`src/hdl/ppru_pkg.sv`:
```
`timescale 1ns / 1ps
// Shared types and constants for the pixel replication upscaler.
// No dependencies; imported by every module of the block but ppru_ram.
package ppru_pkg;

    localparam int ROW_WIDTH_W  = 12;
    localparam int SCALE_W      = 4;
    localparam int CFG_DATA_W   = 12;
    localparam int CFG_INDEX_W  = 1;
    localparam int PIX_W        = 24;
    localparam int CNT_W        = 7;   // holds the largest supported scale
    localparam int QUEUE_DEPTH  = 4;

    localparam int DEF_MAX_WIDTH = 2048;
    localparam int DEF_MAX_SCALE = 10;

    localparam logic [CFG_INDEX_W-1:0] REG_ROW_WIDTH = 1'b0;
    localparam logic [CFG_INDEX_W-1:0] REG_SCALE     = 1'b1;

    localparam logic [ROW_WIDTH_W-1:0] ROW_WIDTH_RESET = 12'd640;
    localparam logic [SCALE_W-1:0]     SCALE_RESET     = 4'd1;

    localparam logic REQ_PIXEL  = 1'b0;
    localparam logic REQ_REPLAY = 1'b1;

    typedef struct packed {
        logic       req_type;
        logic [7:0] red_in;
        logic [7:0] green_in;
        logic [7:0] blue_in;
    } request_t;

    typedef struct packed {
        logic [7:0] red_out;
        logic [7:0] green_out;
        logic [7:0] blue_out;
        logic       last_copy;
        logic       row_end;
    } result_t;

    // One classified item handed from the front end to the back end
    typedef struct packed {
        logic [PIX_W-1:0] pix;
        logic             at_end;
        logic [CNT_W-1:0] copies;
    } cmd_t;

endpackage

```
`src/hdl/ppru_back.sv`:
```
`timescale 1ns / 1ps
// Back end: expands each command into its copies, one per cycle while the output
// register can take one; the result side reads that register. Uses ppru_pkg.
module ppru_back
    import ppru_pkg::*;
(
    input  logic    clk,
    input  logic    rst_n,
    input  logic    cmd_valid,
    input  cmd_t    cmd,
    output logic    cmd_rd,
    output logic    empty,
    input  logic    pop,
    output result_t result
);

    logic             cur_valid_reg, cur_valid_next;
    logic [CNT_W-1:0] left_reg, left_next;
    cmd_t             cur_reg;
    logic             out_valid_reg, out_valid_next;
    result_t          out_reg;

    logic out_free, emit, last, load;

    assign out_free = !out_valid_reg || pop;
    assign emit     = out_free && cur_valid_reg;
    assign last     = (left_reg == CNT_W'(1));
    assign load     = !cur_valid_reg || (emit && last);
    assign cmd_rd   = load && cmd_valid;

    always_comb
    begin
        cur_valid_next = cur_valid_reg;
        left_next      = left_reg;
        out_valid_next = out_valid_reg;
        if (emit)
        begin
            out_valid_next = 1'b1;
        end
        else if (pop)
        begin
            out_valid_next = 1'b0;
        end
        if (cmd_rd)
        begin
            cur_valid_next = 1'b1;
            left_next      = cmd.copies;
        end
        else if (emit)
        begin
            if (last)
            begin
                cur_valid_next = 1'b0;
            end
            else
            begin
                left_next = left_reg - CNT_W'(1);
            end
        end
    end

    always_ff @(posedge clk or negedge rst_n)
    begin
        if (!rst_n)
        begin
            cur_valid_reg <= 1'b0;
            left_reg      <= '0;
            out_valid_reg <= 1'b0;
        end
        else
        begin
            cur_valid_reg <= cur_valid_next;
            left_reg      <= left_next;
            out_valid_reg <= out_valid_next;
        end
    end

    always_ff @(posedge clk)
    begin
        if (cmd_rd)
        begin
            cur_reg <= cmd;
        end
        if (emit)
        begin
            out_reg.red_out   <= cur_reg.pix[23:16];
            out_reg.green_out <= cur_reg.pix[15:8];
            out_reg.blue_out  <= cur_reg.pix[7:0];
            out_reg.last_copy <= last;
            out_reg.row_end   <= last && cur_reg.at_end;
        end
    end

    assign empty  = !out_valid_reg;
    assign result = out_reg;

endmodule

```
`config.mk`:
```
export PLATFORM = sky130hd
export DESIGN_NAME = ppru_back
export DESIGN_NICKNAME = d
export VERILOG_FILES = /design/src/hdl/ppru_pkg.sv /design/src/hdl/ppru_back.sv
export SDC_FILE = /design/constraint.sdc
export NUM_CORES = 1
export LEC_CHECK = 0
export BUFFER_PORTS_ARGS = -buffer_cell sky130_fd_sc_hd__buf_4
export CAP_MARGIN = 30
export CORE_ASPECT_RATIO = 1.5
export CORE_UTILIZATION = 50
export CTS_CLUSTER_DIAMETER = 200
export CTS_CLUSTER_SIZE = 25
export DETAILED_ROUTE_END_ITERATION = 8
export PLACE_DENSITY = 0.84
export SYNTH_ARGS = -nofsm -noshare
export SYNTH_HDL_FRONTEND = slang
export SYNTH_SLANG_ARGS = --single-unit
```
`constraint.sdc`:
```
create_clock -name clk -period 2.7 [get_ports clk]
set_input_delay 0.81 -clock clk [delete_from_list [all_inputs] [get_ports clk]]
set_output_delay 0.81 -clock clk [all_outputs]
set_load 0.05 [all_outputs]
```
==> results.md <==
- Outcome: finished, violations left
- Failing checks: negative setup slack
- Area of the multi-input gates: 400 sq um
- Boundary pin count: 64
- Fin cells: 246
- Seq/Total Area, Yosys: 82.7%
- Slew HR: 75.0%
- Cells after DPL: 216
- Starting Density: 53.2%
- # setup viols final: 1
- Core area: 3990 sq um
- Final hold violation count: 0
- Wire per inst: 16.4 microns
- Total iterations of the first detailed-routing run: 4
- CP required: 1.89 ns
- Register area: 1760 sq um
- EDFF count, synth: 51
- Crit path largest cell delay: 0.40 ns
- Mapped Nets: 145
- RSZ-0062 raised after global routing: true
- Total of max-cap violations: 0
- GRT Util Overall: 19.2%
- Crit path time final: 2.72 ns
- Comb power frac: 28.1%
- DRC: 0
- Cts hold-fix bufs: 0
- Max Slew Vio Count: 0
- Latest clock arrival within the worst-skew pair: 0.33 ns
- Max reg flops: 26
- Worst clock skew: 0.00587 ns
- Final period util: 101%
- Crit-path slowest cell: dfrtp_1
- Die W: 55.2 microns
- Clk pwr share: 31.7%
- Switch Pwr: 0.847 mW
- Worst vdd ir: 950 uV
- Final net count: 234
- RD Place Congestion: 0.730
- Setup TNS: -0.0221 ns
- Worst Path Arrival: 1.91 ns
- First-pass GRT wire length: 6.11 mm
- Largest net degree at the start of global routing: 32
- Crit Path Max Fanout: 3
- Vert. Die Dim: 81.8 microns
- Share of layout cells above drive strength 1: 54.2%
- # clock sinks: 60
- Deepest clock path buffer count: 2
- Fmax: 367 MHz
- Yosys warning count: 0
- # port buffers: 63
- WL final: 4.03 mm
- Synthesized area: 2120 sq um
- Netlist cell types: 30
- Hpwl dp: 2.52 mm
- Initial DRC count: 54
- Power density over the cells: 1000 nW/um^2
- Post-synth top flop: edfxtp_1
- Min-Delay Path Class: in2async
- Vias post-DR: 1297
- Vias in the first global route: 1252
- Antenna-violating nets left: 0
- Cells after synthesis: 107
- Critical path's top delay family: simple AND/OR/NAND/NOR gates
- Crit start category: flip-flop
- Worst path cell trace: inv_2 > ha_4 > or3b_4 > o31ai_4 > and2_4 > buf_8
- Async set-reset flop share out of synthesis: 15.0%
- Final WS setup: -0.0221 ns
- Area growth syn-to-layout: 44.9%
- Syn Area/Cell: 19.9 sq um
- Diode count: 0
- Root Driver: clkbuf_8
- CTS Buf Count: 9
- Fill cell count: 233
- Crit Path Category: reg2out
- H-tree depth: 3
- Sw frac: 27.5%
- Worst-path clk slew: 0.06 ns
- Leakage: 1.27 nW
- Sequential Power Share: 40.2%
- Site Rows: 28
- Die ar.: 4520 sq um
- Initial antenna violation count: 0
- WP buf/inv: 2
- Internal: 2.23 mW
- Via/cell ratio: 5.27
- TritonCTS clock tree: done
- CP Capture Type: primary output
- Overflow after GRT: 0
- Least-Margin Pin Slew: 0.375 ns
- Post-synthesis register bit count: 60
## final timing paths
kind / end / start / cells after the start / slack (ns)
min in group clk: result[3] / cur_reg[9] / 0 / 0.42
hold / removal: left_reg[6] / rst_n / 1 / 0.30
hold reg to reg: result[3] / cur_reg[9] / 0 / 0.42
setup reg to reg: left_reg[4] / left_reg[1] / 17 / 0.12
setup / recovery: cmd_rd / left_reg[1] / 6 / -0.02
max in group asynchronous: left_reg[2] / rst_n / 1 / 2.25
## cell usage after synthesis, types with 2 or more instances
library cell / count / area share, %
a221o_1: 4 / 1.9
nand2b_1: 3 / 0.88
o31ai_1: 2 / 0.71
mux2_4: 2 / 1.4
dfrtp_1: 9 / 11
or3_1: 2 / 0.59
o21ai_0: 2 / 0.47
ha_1: 2 / 1.2
a21oi_1: 4 / 0.94
nor2_1: 2 / 0.35
and2_1: 3 / 0.88
inv_1: 4 / 0.71
edfxtp_1: 51 / 72
## cells in the final DEF (no fill, tap or decap), types with 2 or more instances in the layout
master / synthesis / final
a21oi_1: 4 / 3
a221o_1: 4 / 4
and2_1: 3 / 2
buf_4: 0 / 78
bufinv_16: 0 / 3
clkbuf_8: 0 / 11
dfrtp_1: 9 / 9
edfxtp_1: 51 / 51
ha_4: 0 / 2
inv_1: 4 / 3
mux2_4: 2 / 2
nand2b_1: 3 / 2
nor2_1: 2 / 2
o21ai_0: 2 / 2
o31ai_1: 2 / 2
or3_4: 1 / 3
## repair_timing
item	in CTS	in global routing
resized for setup	8	6
setup buffers	14	1
endpoints found under the setup margin	1	4
pin swaps	2	5
## area by class of cell
cell class	instances	area share [%]
well taps	45	1.83
flip-flops and latches	60	57.0
inverters	4	0.488
clock inverters	4	3.09
clock buffers	12	5.04
multi-input cells	42	13.0
repair buffers	79	19.5
## stage by stage
| step | hold slack [ns] | utilization (%) | worst slack [ns] | power [mW] | instance area, sq um |
|---|---|---|---|---|---|
| floorplan | 0.400 | - | 0.219 | 1.68 | 2120 |
| global placement | 0.401 | 66.5 | 0.230 | 1.84 | 2660 |
| detailed placement | 0.405 | 66.5 | 0.207 | 1.86 | 2660 |
| CTS | 0.274 | 76.3 | -0.0298 | 3.03 | 3050 |
| global route | 0.273 | 77.1 | -0.111 | 3.21 | 3080 |
| finish | 0.300 | 77.1 | -0.0221 | 3.08 | 3080 |
## layer usage
layer | GRT usage [%] | vias up | wire (microns)
li1 | - | 602 | -
met3 | 9.29 | 8 | 311
met1 | 21.5 | 618 | 1500
met2 | 30.8 | 69 | 2150
met5 | 0 | - | 0
met4 | 9.25 | 0 | 68
## cells by family after synthesis
group	Yosys count	synth area share (%)
AND/OR/NAND/NOR	19	5.95
AO/OA/AOI/OAI	17	6.65
flip-flops	60	82.7
buffers and inverters	5	1.24
XOR/XNOR	1	0.412
multiplexers	3	1.88
adder cells (fa/ha/maj)	2	1.18
## power groups by stage
stage,registers [mW],clock network [mW],logic [mW]
floorplan,1.39,0,0.291
global placement,1.23,0,0.604
detailed placement,1.24,0,0.621
CTS,1.23,1.00,0.799
global route,1.25,1.04,0.919
finish,1.24,0.977,0.866
Power figures use the tool's default switching activity.
