`src/hdl/ppru_pkg.sv`:
```
`timescale 1ns / 1ps
// Shared types and constants for the pixel replication upscaler.
// No dependencies; imported by every module of the block but ppru_ram.
package ppru_pkg;

    localparam int ROW_WIDTH_W  = 12;
    localparam int SCALE_W      = 4;
    localparam int CFG_DATA_W   = 12;
    localparam int CFG_INDEX_W  = 1;
    localparam int PIX_W        = 24;
    localparam int CNT_W        = 7;   // holds the largest supported scale
    localparam int QUEUE_DEPTH  = 4;

    localparam int DEF_MAX_WIDTH = 2048;
    localparam int DEF_MAX_SCALE = 10;

    localparam logic [CFG_INDEX_W-1:0] REG_ROW_WIDTH = 1'b0;
    localparam logic [CFG_INDEX_W-1:0] REG_SCALE     = 1'b1;

    localparam logic [ROW_WIDTH_W-1:0] ROW_WIDTH_RESET = 12'd640;
    localparam logic [SCALE_W-1:0]     SCALE_RESET     = 4'd1;

    localparam logic REQ_PIXEL  = 1'b0;
    localparam logic REQ_REPLAY = 1'b1;

    typedef struct packed {
        logic       req_type;
        logic [7:0] red_in;
        logic [7:0] green_in;
        logic [7:0] blue_in;
    } request_t;

    typedef struct packed {
        logic [7:0] red_out;
        logic [7:0] green_out;
        logic [7:0] blue_out;
        logic       last_copy;
        logic       row_end;
    } result_t;

    // One classified item handed from the front end to the back end
    typedef struct packed {
        logic [PIX_W-1:0] pix;
        logic             at_end;
        logic [CNT_W-1:0] copies;
    } cmd_t;

endpackage

```
`src/hdl/ppru_queue.sv`:
```
`timescale 1ns / 1ps
// Short flip-flop queue of commands between the front and back ends.
// Depends on ppru_pkg for cmd_t.
module ppru_queue
    import ppru_pkg::*;
#(
    parameter int DEPTH = QUEUE_DEPTH
) (
    input  logic                       clk,
    input  logic                       rst_n,
    input  logic                       wr,
    input  cmd_t                       wdata,
    input  logic                       rd,
    output cmd_t                       rdata,
    output logic                       not_empty,
    output logic [$clog2(DEPTH+1)-1:0] count
);

    localparam int PW = (DEPTH > 1) ? $clog2(DEPTH) : 1;
    localparam int CW = $clog2(DEPTH + 1);

    cmd_t          entry_reg [DEPTH];
    logic [PW-1:0] wptr_reg, wptr_next;
    logic [PW-1:0] rptr_reg, rptr_next;
    logic [CW-1:0] count_reg, count_next;

    always_comb
    begin
        wptr_next  = wptr_reg;
        rptr_next  = rptr_reg;
        count_next = count_reg;
        if (wr)
        begin
            wptr_next = (int'(wptr_reg) == DEPTH - 1) ? '0 : wptr_reg + PW'(1);
        end
        if (rd)
        begin
            rptr_next = (int'(rptr_reg) == DEPTH - 1) ? '0 : rptr_reg + PW'(1);
        end
        if (wr && !rd)
        begin
            count_next = count_reg + CW'(1);
        end
        else if (rd && !wr)
        begin
            count_next = count_reg - CW'(1);
        end
    end

    always_ff @(posedge clk or negedge rst_n)
    begin
        if (!rst_n)
        begin
            wptr_reg  <= '0;
            rptr_reg  <= '0;
            count_reg <= '0;
        end
        else
        begin
            wptr_reg  <= wptr_next;
            rptr_reg  <= rptr_next;
            count_reg <= count_next;
        end
    end

    always_ff @(posedge clk)
    begin
        if (wr)
        begin
            entry_reg[wptr_reg] <= wdata;
        end
    end

    assign rdata     = entry_reg[rptr_reg];
    assign not_empty = (count_reg != '0);
    assign count     = count_reg;

endmodule

```
`config.mk`:
```
export PLATFORM = sky130hd
export DESIGN_NAME = ppru_queue
export DESIGN_NICKNAME = d
export VERILOG_FILES = /design/src/hdl/ppru_pkg.sv /design/src/hdl/ppru_queue.sv
export SDC_FILE = /design/constraint.sdc
export NUM_CORES = 1
export LEC_CHECK = 0
export BUFFER_PORTS_ARGS = -buffer_cell sky130_fd_sc_hd__buf_2
export CAP_MARGIN = 10
export CORE_ASPECT_RATIO = 1.25
export CORE_MARGIN = 3
export CORE_UTILIZATION = 45
export DETAILED_ROUTE_END_ITERATION = 10
export PLACE_DENSITY = 0.67
export SYNTH_ARGS = -nofsm -noshare
export SYNTH_HDL_FRONTEND = slang
export SYNTH_SLANG_ARGS = --single-unit
```
`constraint.sdc`:
```
create_clock -name clk -period 2.55 [get_ports clk]
set_input_delay 0.255 -clock clk [delete_from_list [all_inputs] [get_ports clk]]
set_output_delay 0.255 -clock clk [all_outputs]
set_load 0.02 [all_outputs]
```
==> results by stage, run 1 <==
Floorplanning:
- The floorplan step defined a die boundary enclosing 12600 µm².
- The number of top-level pins is 72.
- The chip height is 125 µm.
- The number of cell rows is 42.
- The area of the core region is 10800 µm².
- The initial utilization of the core area, before any placement, comes to 46.9%.
- The die is approximately 100 µm wide.

Global routing:
- The maximum number of pins on one net before global-route repair is 35.
- The number of global-route vias before repair is around 2.6k.
- The number of antenna violations at the first check in global routing is 1.
- The global-route wire length before repair is about 14 mm.
- The overall fraction of global-route tracks in use is around 15%.
- After global routing the overflow that remains totals 0.

Timing:
- The final max-slew violation count was 0.
- The worst path needs 2.23 ns of the cycle, external delays included.
- Setup violations remaining at the end of the flow were counted as 0.
- Setup repair after global routing left no endpoint under its margin.
- The post-route fraction of the period consumed by the critical path is 87.3%.
- The setup clock skew after layout is 0.00886 ns.
- The worst max-slew margin expressed relative to the limit is about 43%.
- For the final routed database, the setup TNS stands at 0 ns.
- The highest clock rate is 449 MHz.
- The actual slew at the worst max-slew pin is 0.853 ns.
- The final count of hold timing violations is 0.

Worst setup path:
- The highest net fanout along the worst path is 10.
- The worst path required time is 2.30 ns.
- The type of element capturing the critical path is a primary output.
- STA classifies the critical path startpoint as a flop.
- For the worst setup path, the data arrival time is between 1.5 and 2 ns.
- The startpoint-to-endpoint class of the critical path is reg2out.

Synth:
- Summed over all instances, the cell type with the most area after synthesis is sky130_fd_sc_hd__edfxtp_1.
- The synthesized netlist net count is between 200 and 250.
- Ranked by total cell area, the synthesized netlist is headed by sky130_fd_sc_hd__edfxtp_1 76%, sky130_fd_sc_hd__mux4_2 12%, sky130_fd_sc_hd__dfrtp_1 3.5%.
- In this run, synthesis produced a sequential element count of 135.
- The cell count after synthesis came out at about 200.
- The netlist uses 19 different library cells.
- Of the post-synthesis cell area, the dominant cell type holds between 70% and 80%.
- The share of the yosys chip area belonging to registers is between 70% and 80%.
- The average footprint of a synthesized cell is 24.9 µm².
- The cell area after synthesis is about 5000 µm².
- The Yosys step of the flow raised 0 warnings.

Cells and area:
- Counting the fill cells in the layout gives roughly 800.
- The sequential cell area is approximately 4000 µm².
- Summing all multi-input logic gate instances after layout gives 956 µm².
- At the end of the flow, the number of nets in the layout was approximately 340.
- The register with the most flip-flops in the layout has around 130 of them.
- From synthesis to final layout, the design area changed by 21.9%.
- The antenna diode count is 0.
- The share of layout cells above drive strength 1 is a little under half.
- Once layout is complete, the utilization of the core stands at ~57%.

Power and ir drop:
- The leakage power is approximately 0.0022 µW.
- Across the VDD grid, the largest voltage drop is between 0.5 and 0.6 mV.
- For this design the ratio of total power to cell area is about 1200 nW/µm².

Detailed routing:
- The total wire length after detailed routing is between 8 and 9 mm.
- The count of nets left with antenna violations after detail routing is 0.
- For this run, design rule violations remaining after detail routing come to 0.
- The overall via count from detail_route is around 2.3k.
- The via density per instance is ~5.4.
- The first detailed-routing pass took 4 iterations.
- In the final routed layout, each cell accounts on average for about 20 µm.
- For this block, the initial DRC count from the detailed router was about 140.

Run status:
- The flow ran to the end, and the final reports show no timing, DRC or antenna violations.

Clock tree:
- The number of setup buffers added after CTS is 0.
- The number of sinks handled by clock tree synthesis is between 100 and 150.
- In this run, CTS created clock tree buffers numbering 17.
- TritonCTS built the clock tree.
- The number of H-tree levels is 4.
- The source-to-sink clock delay at the later pin of the worst-skew pair is 0.40 ns.
- CTS placed an instance of sky130_fd_sc_hd__clkbuf_16 at the clock tree root.
- After clock tree synthesis, the clock-pin slew on the worst setup and hold paths is 0.06 ns.
- No sink is reached through more buffers than the 2 on the longest clock path.

Placement:
- The final estimated routing congestion in global placement is between 0.6 and 0.7.
- The detailed-placement wirelength estimate is around 5.5 mm.
- The total of buffers placed on input and output ports is between 70 and 80.

Hold path:
- The classification of the worst-slack hold path is in2reg.

Run:
- Across the run, the number of max-cap violations was 0.
## report_power, final
| group | leakage [µW] | internal, µW | switching (µW) |
|---|---|---|---|
| clock | 0.000267 | 1430 | 865 |
| sequential | 0.00126 | 2860 | 257 |
| combinational | 0.000672 | 938 | 1120 |
## through the flow
| step | total power (µW) | setup WS [ns] | area, µm² | instances | hold slack [ns] |
|---|---|---|---|---|---|
| floorplan | 4630 | 0.745 | 5070 | 204 | -0.0406 |
| global placement | 5230 | 0.687 | 5620 | 406 | 0.105 |
| detailed placement | 5270 | 0.689 | 5620 | 406 | 0.108 |
| CTS | 7570 | 0.252 | 6190 | 438 | 0.0467 |
| global route | 7830 | 0.197 | 6190 | 438 | 0.0493 |
| finish | 7460 | 0.323 | 6190 | 438 | 0.0650 |
## worst max-delay path, stage by stage (launching register included)
cell and delay [ns]:
sky130_fd_sc_hd__dfrtp_2 0.54, sky130_fd_sc_hd__buf_4 0.30, sky130_fd_sc_hd__mux4_1 0.56, sky130_fd_sc_hd__buf_2 0.17
## placed cells by master, fill, tap and decap left out, drive strengths merged, types with 3 or more instances in the layout
master / n
clkinv: 6
dfrtp: 7
inv: 6
mux4: 32
nor2: 3
edfxtp: 128
clkbuf: 18
ha: 6
and2: 4
mux2: 3
buf: 78
clkinvlp: 3
## per-layer routing
metal	global-route usage, %	part of all wire, %	wire (µm)
met1	17.8	39	3420
met2	24.9	55	4800
met3	5.49	4.6	399
met4	6.10	1.3	114
met5	0	0.10	9
## cell usage after synthesis, drive strengths merged
master	instances
buf	7
nand2	2
or3	1
edfxtp	128
ha	6
mux2	3
and2	4
clkbuf	1
xnor2	1
o21ai	2
fa	1
xor2	2
inv	4
mux4	32
nor2	3
dfrtp	7
## worst paths after layout
kind                                   from                to  slack [ns]  cells past startpoint
worst max register to register  rptr_reg[1]       rptr_reg[1]        0.88                      2
worst min-delay path              wdata[11]  entry_reg[0][11]        0.07                      1
max in group asynchronous             rst_n       rptr_reg[1]        2.14                      2
worst max-delay path            rptr_reg[0]         rdata[20]        0.32                      3
min in group asynchronous             rst_n          count[2]        0.22                      2
worst min register to register     count[2]          count[2]        0.49                      1
## layout make-up
cell class	instances	area share, %
timing repair buffer	79	7.56
tap	132	2.67
sequential	135	65.0
clock buffer	18	6.94
clock inverter	13	2.12
inverter	4	0.243
multi-input combinational	57	15.5
## kinds of logic (layout without fill, tap and decap cells)
kind of cell | count (synthesis) | count (layout) | synth area share, %
AO/OA/AOI/OAI | 2 | 2 | 0.197
XOR/XNOR | 3 | 3 | 0.518
adder cells (fa/ha/maj) | 7 | 7 | 1.87
buffers and inverters | 12 | 114 | 2.07
flip-flops | 135 | 135 | 79.2
multiplexers | 35 | 35 | 15.2
AND/OR/NAND/NOR | 10 | 10 | 0.986
## what timing repair did
item,CTS,global route
hold buffers,1,0
gates resized for setup,0,0
hold endpoints to repair,7,0
Note: power is estimated with default switching activity, not from simulation.
==> run 2: changes to the inputs <==
--- a/config.mk
+++ b/config.mk
@@ -8,7 +8,7 @@
 export BUFFER_PORTS_ARGS = -buffer_cell sky130_fd_sc_hd__buf_2
 export CAP_MARGIN = 10
 export CORE_ASPECT_RATIO = 1.25
-export CORE_MARGIN = 3
+export CORE_MARGIN = 2
 export CORE_UTILIZATION = 45
 export DETAILED_ROUTE_END_ITERATION = 10
 export PLACE_DENSITY = 0.67
==> results by stage, run 2 (synthesis results as in run 1) <==
Cells and area:
- In the layout the commonest cells are 128 x sky130_fd_sc_hd__edfxtp_1, 71 x sky130_fd_sc_hd__buf_2, 28 x sky130_fd_sc_hd__mux4_2, 17 x sky130_fd_sc_hd__clkbuf_16, 6 x sky130_fd_sc_hd__ha_1.
- The repair_antennas step left the layout with diodes totalling 0.
- The final layout contains 338 nets.
- The fill cell instance count of the final layout is a little over 800.
- The number of flip-flops in the largest register is between 100 and 150.
- In the final layout, flip-flops and latches occupy approximately 4000 µm².
- The most frequent standard cell in the layout excluding fill and tap cells is sky130_fd_sc_hd__edfxtp_1.
- The multi-input combinational cell area is between 900 and 1000 µm².
- The share of layout cells above drive strength 1 is between 40% and 50%.
- Relative to the synthesized area, the layout overhead comes to 23.2%.

Timing:
- The highest clock rate is between 400 and 500 MHz.
- The final max-slew violation count is 0.
- The final period demand of the worst path is between 2 and 2.5 ns.
- The worst max-slew margin expressed relative to the limit is roughly 44%.
- Summed over all failing endpoints, the final setup total negative slack is 0 ns.
- Across the routed clock network, the largest skew measured is 0.00549 ns.
- Of the available clock period, the critical path in the final layout requires around nine tenths.
- The count of endpoints failing setup in the final report is 0.
- The final count of hold timing violations is 0.
- The actual slew at the worst max-slew pin is between 0.8 and 0.9 ns.
- Setup repair after global routing left no endpoint under its margin.

Run:
- The count of maximum capacitance violations is 0.

Global routing:
- The number of global-route vias before repair is between 2k and 3k.
- The overall fraction of global-route tracks in use is 15.0%.
- The number of antenna violations at the first check in global routing is 1.
- Entering global routing, the biggest net connects 35 pins.
- The total overflow left after global routing is 0.
- The first global-routing pass estimated ~13 mm of wire.

Clock tree:
- The tree is rooted in a sky130_fd_sc_hd__clkbuf_16.
- Clock tree synthesis found a total of ~140 sinks.
- The number of H-tree levels is 4.
- For the worst-skew pair, the clock arrives at the later sink with an insertion delay of 0.41 ns.
- TritonCTS built the clock tree.
- Buffers inserted during clock tree synthesis total 17.
- Post-CTS timing repair inserted 0 buffers for setup.
- The maximum count of clock buffers along a single path is 2.
- Clock-pin slew was measured on the worst setup and hold paths at 0.06 ns.

Floorplanning:
- Once the floorplan was initialized, standard cells occupied a little under half of the core.
- The region available for standard cell placement spans roughly 11000 µm².
- The number of cell rows is 43.
- The number of top-level pins is 72.
- The floorplan step defined a die boundary enclosing 12100 µm².
- The die is 123 µm tall.
- The width of the die is approximately 99 µm.

Run status:
- The run finished with clean final reports.

Placement:
- The total of buffers placed on input and output ports is 71.
- Detailed placement ended at an HPWL of a little over 5 mm.
- At the end of routability-driven placement, the weighted congestion stood at 0.692.

Worst setup path:
- Of all nets on the critical path, the largest fanout is 10.
- Data arrives at the worst endpoint at roughly 2.0 ns.
- At the worst endpoint, the required time is between 2 and 2.5 ns.
- The startpoint-to-endpoint class of the critical path is reg2out.
- The worst setup path is captured at a primary output.
- The startpoint type of the worst setup path is a flop.

Detailed routing:
- The detailed router finished its first iteration with between 90 and 100 violations.
- The total wire length after detailed routing is 8.31 mm.
- The average routed wire per standard cell is roughly 19 µm.
- The remaining routing DRC violations is 0.
- Dividing the detail-routed via count by the number of cells gives ~5.2.
- The count of nets left with antenna violations after detail routing is 0.
- The overall via count from detail_route is between 2k and 2.5k.
- The first detailed-routing pass ran for 4 iterations.

Hold path:
- The tightest min-delay check is of the in2reg type.

Power and ir drop:
- The overall power consumption is roughly 7700 µW.
- Summed over all cells, the static leakage comes to 0.00222 µW.
- The power density over the cells is around 1200 nW/µm².
- VDD sags by at most around 0.52 mV.
run 2: power by group:
| part | switching, µW | internal (µW) | total, µW |
|---|---|---|---|
| Sequential | 248 | 2860 | 3100 |
| Combinational | 1110 | 931 | 2050 |
| Clock | 891 | 1640 | 2530 |
| Total | 2250 | 5420 | 7680 |
run 2: path summary, 6_finish.rpt:
| kind | startpoint | endpoint | slack, ns | cells after the start |
|---|---|---|---|---|
| setup / recovery | rptr_reg[0] | rdata[29] | 0.28 | 3 |
| hold / removal | wdata[0] | entry_reg[1][0] | 0.06 | 1 |
| setup reg to reg | wptr_reg[0] | entry_reg[2][31] | 0.82 | 4 |
| hold reg to reg | count[2] | count[2] | 0.49 | 1 |
| max in group asynchronous | rst_n | rptr_reg[1] | 2.16 | 2 |
| min in group asynchronous | rst_n | count[2] | 0.21 | 2 |
run 2: critical path, cell delays in order, from the launching register on:
cell                      delay [ns]
sky130_fd_sc_hd__dfrtp_2        0.54
sky130_fd_sc_hd__buf_4          0.30
sky130_fd_sc_hd__mux4_1         0.58
sky130_fd_sc_hd__buf_2          0.18
run 2: final cells by class:
class / instances / area share [%]
Inverter: 4 / 0.240
Sequential cell: 135 / 64.3
Clock buffer: 17 / 6.80
Tap cell: 135 / 2.70
Multi-Input combinational cell: 57 / 15.3
Clock inverter: 15 / 3.24
Timing Repair Buffer: 80 / 7.40
run 2: metrics by stage:
| stage | utilization, % | hold slack, ns | instance area (µm²) | setup WS [ns] | cells |
|---|---|---|---|---|---|
| after detailed placement | 50.9 | 0.102 | 5610 | 0.680 | 410 |
| after global placement | 50.9 | 0.103 | 5610 | 0.706 | 410 |
| after CTS | 56.7 | 0.0404 | 6250 | 0.225 | 443 |
| after global routing | 56.7 | 0.0426 | 6250 | 0.182 | 443 |
| after floorplan | - | -0.0406 | 5070 | 0.745 | 204 |
| final | 56.7 | 0.0560 | 6250 | 0.284 | 443 |
run 2: metal layers:
metal	part of all wire, %	up-vias	wire length, µm	global-route usage [%]
met5	0.16	-	13	0
met4	1.8	2	150	6.68
met3	4.6	16	380	5.18
met2	54	58	4450	25.2
met1	40	1200	3310	17.4
li1	-	1042	-	-
run 2: what timing repair did:
item	in CTS	in global routing
endpoints found under the hold margin	7	0
hold buffers	1	0
resized for setup	0	0
==> run 3: changes to the inputs <==
--- a/config.mk
+++ b/config.mk
@@ -5,6 +5,7 @@
 export SDC_FILE = /design/constraint.sdc
 export NUM_CORES = 1
 export LEC_CHECK = 0
+export ABC_AREA = 1
 export BUFFER_PORTS_ARGS = -buffer_cell sky130_fd_sc_hd__buf_2
 export CAP_MARGIN = 10
 export CORE_ASPECT_RATIO = 1.25
==> results by stage, run 3 <==
Detailed routing:
- The count of nets left with antenna violations after detail routing is 0.
- The first detailed-routing pass ran for 4 iterations.
- The overall via count from detail_route is around 3.4k.
- The average routed wire per standard cell is 14.8 µm.
- The number of DRC markers in iteration 0 is about 190.
- The remaining routing DRC violations is 0.
- The routed design has 10.1 mm of wire.
- Dividing the detail-routed via count by the number of cells gives between 4 and 5.

Clock tree:
- The source-to-sink clock delay at the later pin of the worst-skew pair is between 0.4 and 0.5 ns.
- Clock-pin slew was measured on the worst setup and hold paths at around 0.060 ns.
- The clock buffer count from CTS is 17.
- In this run, post-CTS repair resized a total of 0 instances.
- In this run the number of H-tree levels came out at 4.
- TritonCTS built the clock tree.
- The number of sinks handled by clock tree synthesis is around 140.
- The maximum count of clock buffers along a single path is 2.
- Clock tree synthesis selected as its root buffer the cell sky130_fd_sc_hd__clkbuf_16.
- The buffers inserted during post-CTS setup optimization is 0.

Placement:
- The congestion estimate from routability-driven global placement came to between 0.7 and 0.8.
- The total of buffers placed on input and output ports is 71.
- The detailed-placement wirelength estimate is ~6.5 mm.
- The post-placement cell count is about 650.

Timing:
- The worst hold slack after final layout is 0.0593 ns.
- After routing, the total negative slack on setup checks comes to 0 ns.
- Setup repair after global routing left no endpoint under its margin.
- The worst max-slew margin expressed relative to the limit is between 50% and 60%.
- The final max-slew violation count is 0.
- Across the routed clock network, the largest skew measured is about 0.008 ns.
- The final count of hold timing violations is 0.
- In the finished design, the share of the clock period the worst path needs comes to between 80% and 90%.
- The final period demand of the worst path is 2.06 ns.
- Derived from the worst setup path, the maximum achievable clock frequency is 485 MHz.
- Setup violations remaining at the end of the flow were counted as 0.
- At the pin with the least slew margin, the transition time is 0.615 ns.

Floorplanning:
- The floorplan step set the die width to approximately 100 µm.
- The die is roughly 130 µm tall.
- The initial cell density of the core is around 46%.
- The die covers 13300 µm².
- between 70 and 80 I/O pins were placed.
- The number of cell rows is 45.
- The area of the core region is 12100 µm².

Global routing:
- The first global-routing pass estimated 16.0 mm of wire.
- Entering global routing, the biggest net connects 86 pins.
- The overall fraction of global-route tracks in use is ~16%.
- The global route total overflow is 0.
- The number of global-route vias before repair is 3230.
- The number of antenna violations at the first check in global routing was 1.

Worst setup path:
- The arrival time at the worst endpoint is 1.81 ns.
- The maximum cell stage delay along the critical path is 0.40 ns.
- Traced cell by cell, the critical path runs through inv_1 -> buf_12 -> o211ai_1 -> nand2_1 -> buf_2.
- The cell at the slowest stage of the critical path is sky130_fd_sc_hd__inv_1.
- In this run the worst path has a maximum fanout of 21.
- The startpoint-to-endpoint class of the critical path is reg2out.
- The worst setup path is launched from a flop.
- The worst path required time is 2.30 ns.
- The worst setup path is captured at a primary output.

Synth:
- The count of cell types in the netlist is 17.
- Among all flip-flop cells after synthesis, the most frequent one is sky130_fd_sc_hd__edfxtp_1.
- In the synthesized netlist the async set-or-reset flop fraction comes to under 10%.
- Ranked by total cell area, the synthesized netlist is headed by sky130_fd_sc_hd__edfxtp_1 69%, sky130_fd_sc_hd__o211ai_1 8.6%, sky130_fd_sc_hd__nand2_1 7.6%.
- The average footprint of a synthesized cell is around 13 µm².
- The area share of the largest cell type after synthesis is 69.2%.
- After synthesis, flip-flops and latches occupy between 70 and 80% of the total area.
- The cell type with the highest aggregate area in the netlist is sky130_fd_sc_hd__edfxtp_1.
- Among all cell types in the netlist, the one instantiated most often is sky130_fd_sc_hd__edfxtp_1.
- The commonest cells after synthesis are 128 x sky130_fd_sc_hd__edfxtp_1, 112 x sky130_fd_sc_hd__nand2_1, 76 x sky130_fd_sc_hd__inv_1.
- The number of enable-type register cells in the synthesized netlist is 128.
- Counting every net in the synthesized netlist gives 469.
- Summing every instance area after synthesis gives between 5000 and 6000 µm².
- The Yosys step of the flow raised 0 warnings.
- The cell count after synthesis is around 430.
- The synthesis-stage register bit count is ~140.

Run status:
- The flow ran to the end, and the final reports show no timing, DRC or antenna violations.

Hold path:
- The classification of the worst-slack hold path is in2reg.

Power and ir drop:
- Dividing total power by cell area gives a power density of ~1200 nW/µm².
- The leakage power is between 0.002 and 0.003 µW.
- Across the VDD grid, the largest voltage drop is 0.669 mV.

Cells and area:
- The post-layout net count is ~550.
- The antenna diode count is 0.
- The post-route netlist has 21.8% of its cells at a drive strength greater than 1.
- The layout has about 990 filler cells.
- After the flow finishes, the layout carries non-filler instances totaling slightly below 700.
- The number of flip-flops in the largest register is approximately 130.
- In the layout the commonest cells are 128 x sky130_fd_sc_hd__edfxtp_1, 112 x sky130_fd_sc_hd__nand2_1, 72 x sky130_fd_sc_hd__inv_1, 71 x sky130_fd_sc_hd__buf_2, 64 x sky130_fd_sc_hd__o211ai_1.
- At the end of the flow the core is filled with cells to between 50% and 60%.
- The synthesis-to-layout area growth is 19.7%.
- The library cell used most frequently in the layout, excluding fill and tap cells, is sky130_fd_sc_hd__edfxtp_1.

Run:
- The tool flagged a number of max-cap violations equal to 0.
-- run 3: changes by cell type after synthesis, moves of 14 or more --
cell / before / now
sky130_fd_sc_hd__buf_6: 1 / 15
sky130_fd_sc_hd__mux4_2: 28 / 0
sky130_fd_sc_hd__nand2_1: 2 / 112
sky130_fd_sc_hd__o211ai_1: 0 / 64
sky130_fd_sc_hd__inv_1: 4 / 76
-- run 3: routing by layer --
metal	track usage (%)	share of wire, %	up-vias
li1	-	-	1633
met1	19.8	42	1624
met2	26.2	50	88
met3	6.54	6.6	14
met4	6.97	1.4	2
met5	0	0.13	-
-- run 3: stage by stage --
stage	total power (µW)	setup slack, ns	instance area (µm²)
finish	7990	0.488	6650
global route	8410	0.366	6650
CTS	8060	0.446	6650
detailed placement	5510	0.626	6010
global placement	5430	0.726	6010
floorplan	4840	0.869	5560
-- run 3: cell type report --
class                   instances  area [µm²]  share of cell area (%)
inverters                      77         290                    4.36
repair buffers                 81         458                    6.89
clock buffers                  19         453                    6.81
well taps                     164         205                    3.09
multi-input cells             193        1050                    15.7
clock inverters                13         178                    2.67
flip-flops and latches        135        4020                    60.4
-- run 3: worst max-delay path: cells and delay by family, from the launching register on --
| family | cells | cell delay (ns) |
|---|---|---|
| AOI/OAI and AO/OA | 1 | 0.11 |
| buffers and inverters | 3 | 0.81 |
| DFF | 1 | 0.37 |
| and+or+nand+nor | 1 | 0.10 |
-- run 3: timing repair --
action,CTS,global route
hold buffers,1,0
hold endpoints to repair,7,0
endpoints found under the setup margin,0,0
-- run 3: worst paths after layout --
check,from,to,slack [ns],cells past startpoint
min in group asynchronous,rst_n,count[2],0.20,2
worst max-delay path,rptr_reg[1],rdata[16],0.49,5
max in group asynchronous,rst_n,rptr_reg[0],2.19,2
worst max register to register,wptr_reg[0],entry_reg[0][24],0.62,5
worst min-delay path,wdata[14],entry_reg[1][14],0.06,1
worst min register to register,count[2],count[2],0.50,2
-- run 3: power by group --
group	leakage [µW]	internal, µW	switching [µW]
clock	0.000308	1680	880
combinational	0.00119	769	1680
sequential	0.00126	2850	121
total	0.00276	5300	2680
-- run 3: cells by family (layout without fill, tap and decap cells) --
| kind of cell | count (synthesis) | count (layout) | synth area share, % |
|---|---|---|---|
| compound gates | 68 | 68 | 9.01 |
| xor+xnor | 1 | 1 | 0.158 |
| fa+ha+maj | 7 | 7 | 1.71 |
| buf+inv | 98 | 190 | 8.83 |
| flops | 135 | 135 | 72.3 |
| simple gates | 117 | 117 | 7.97 |
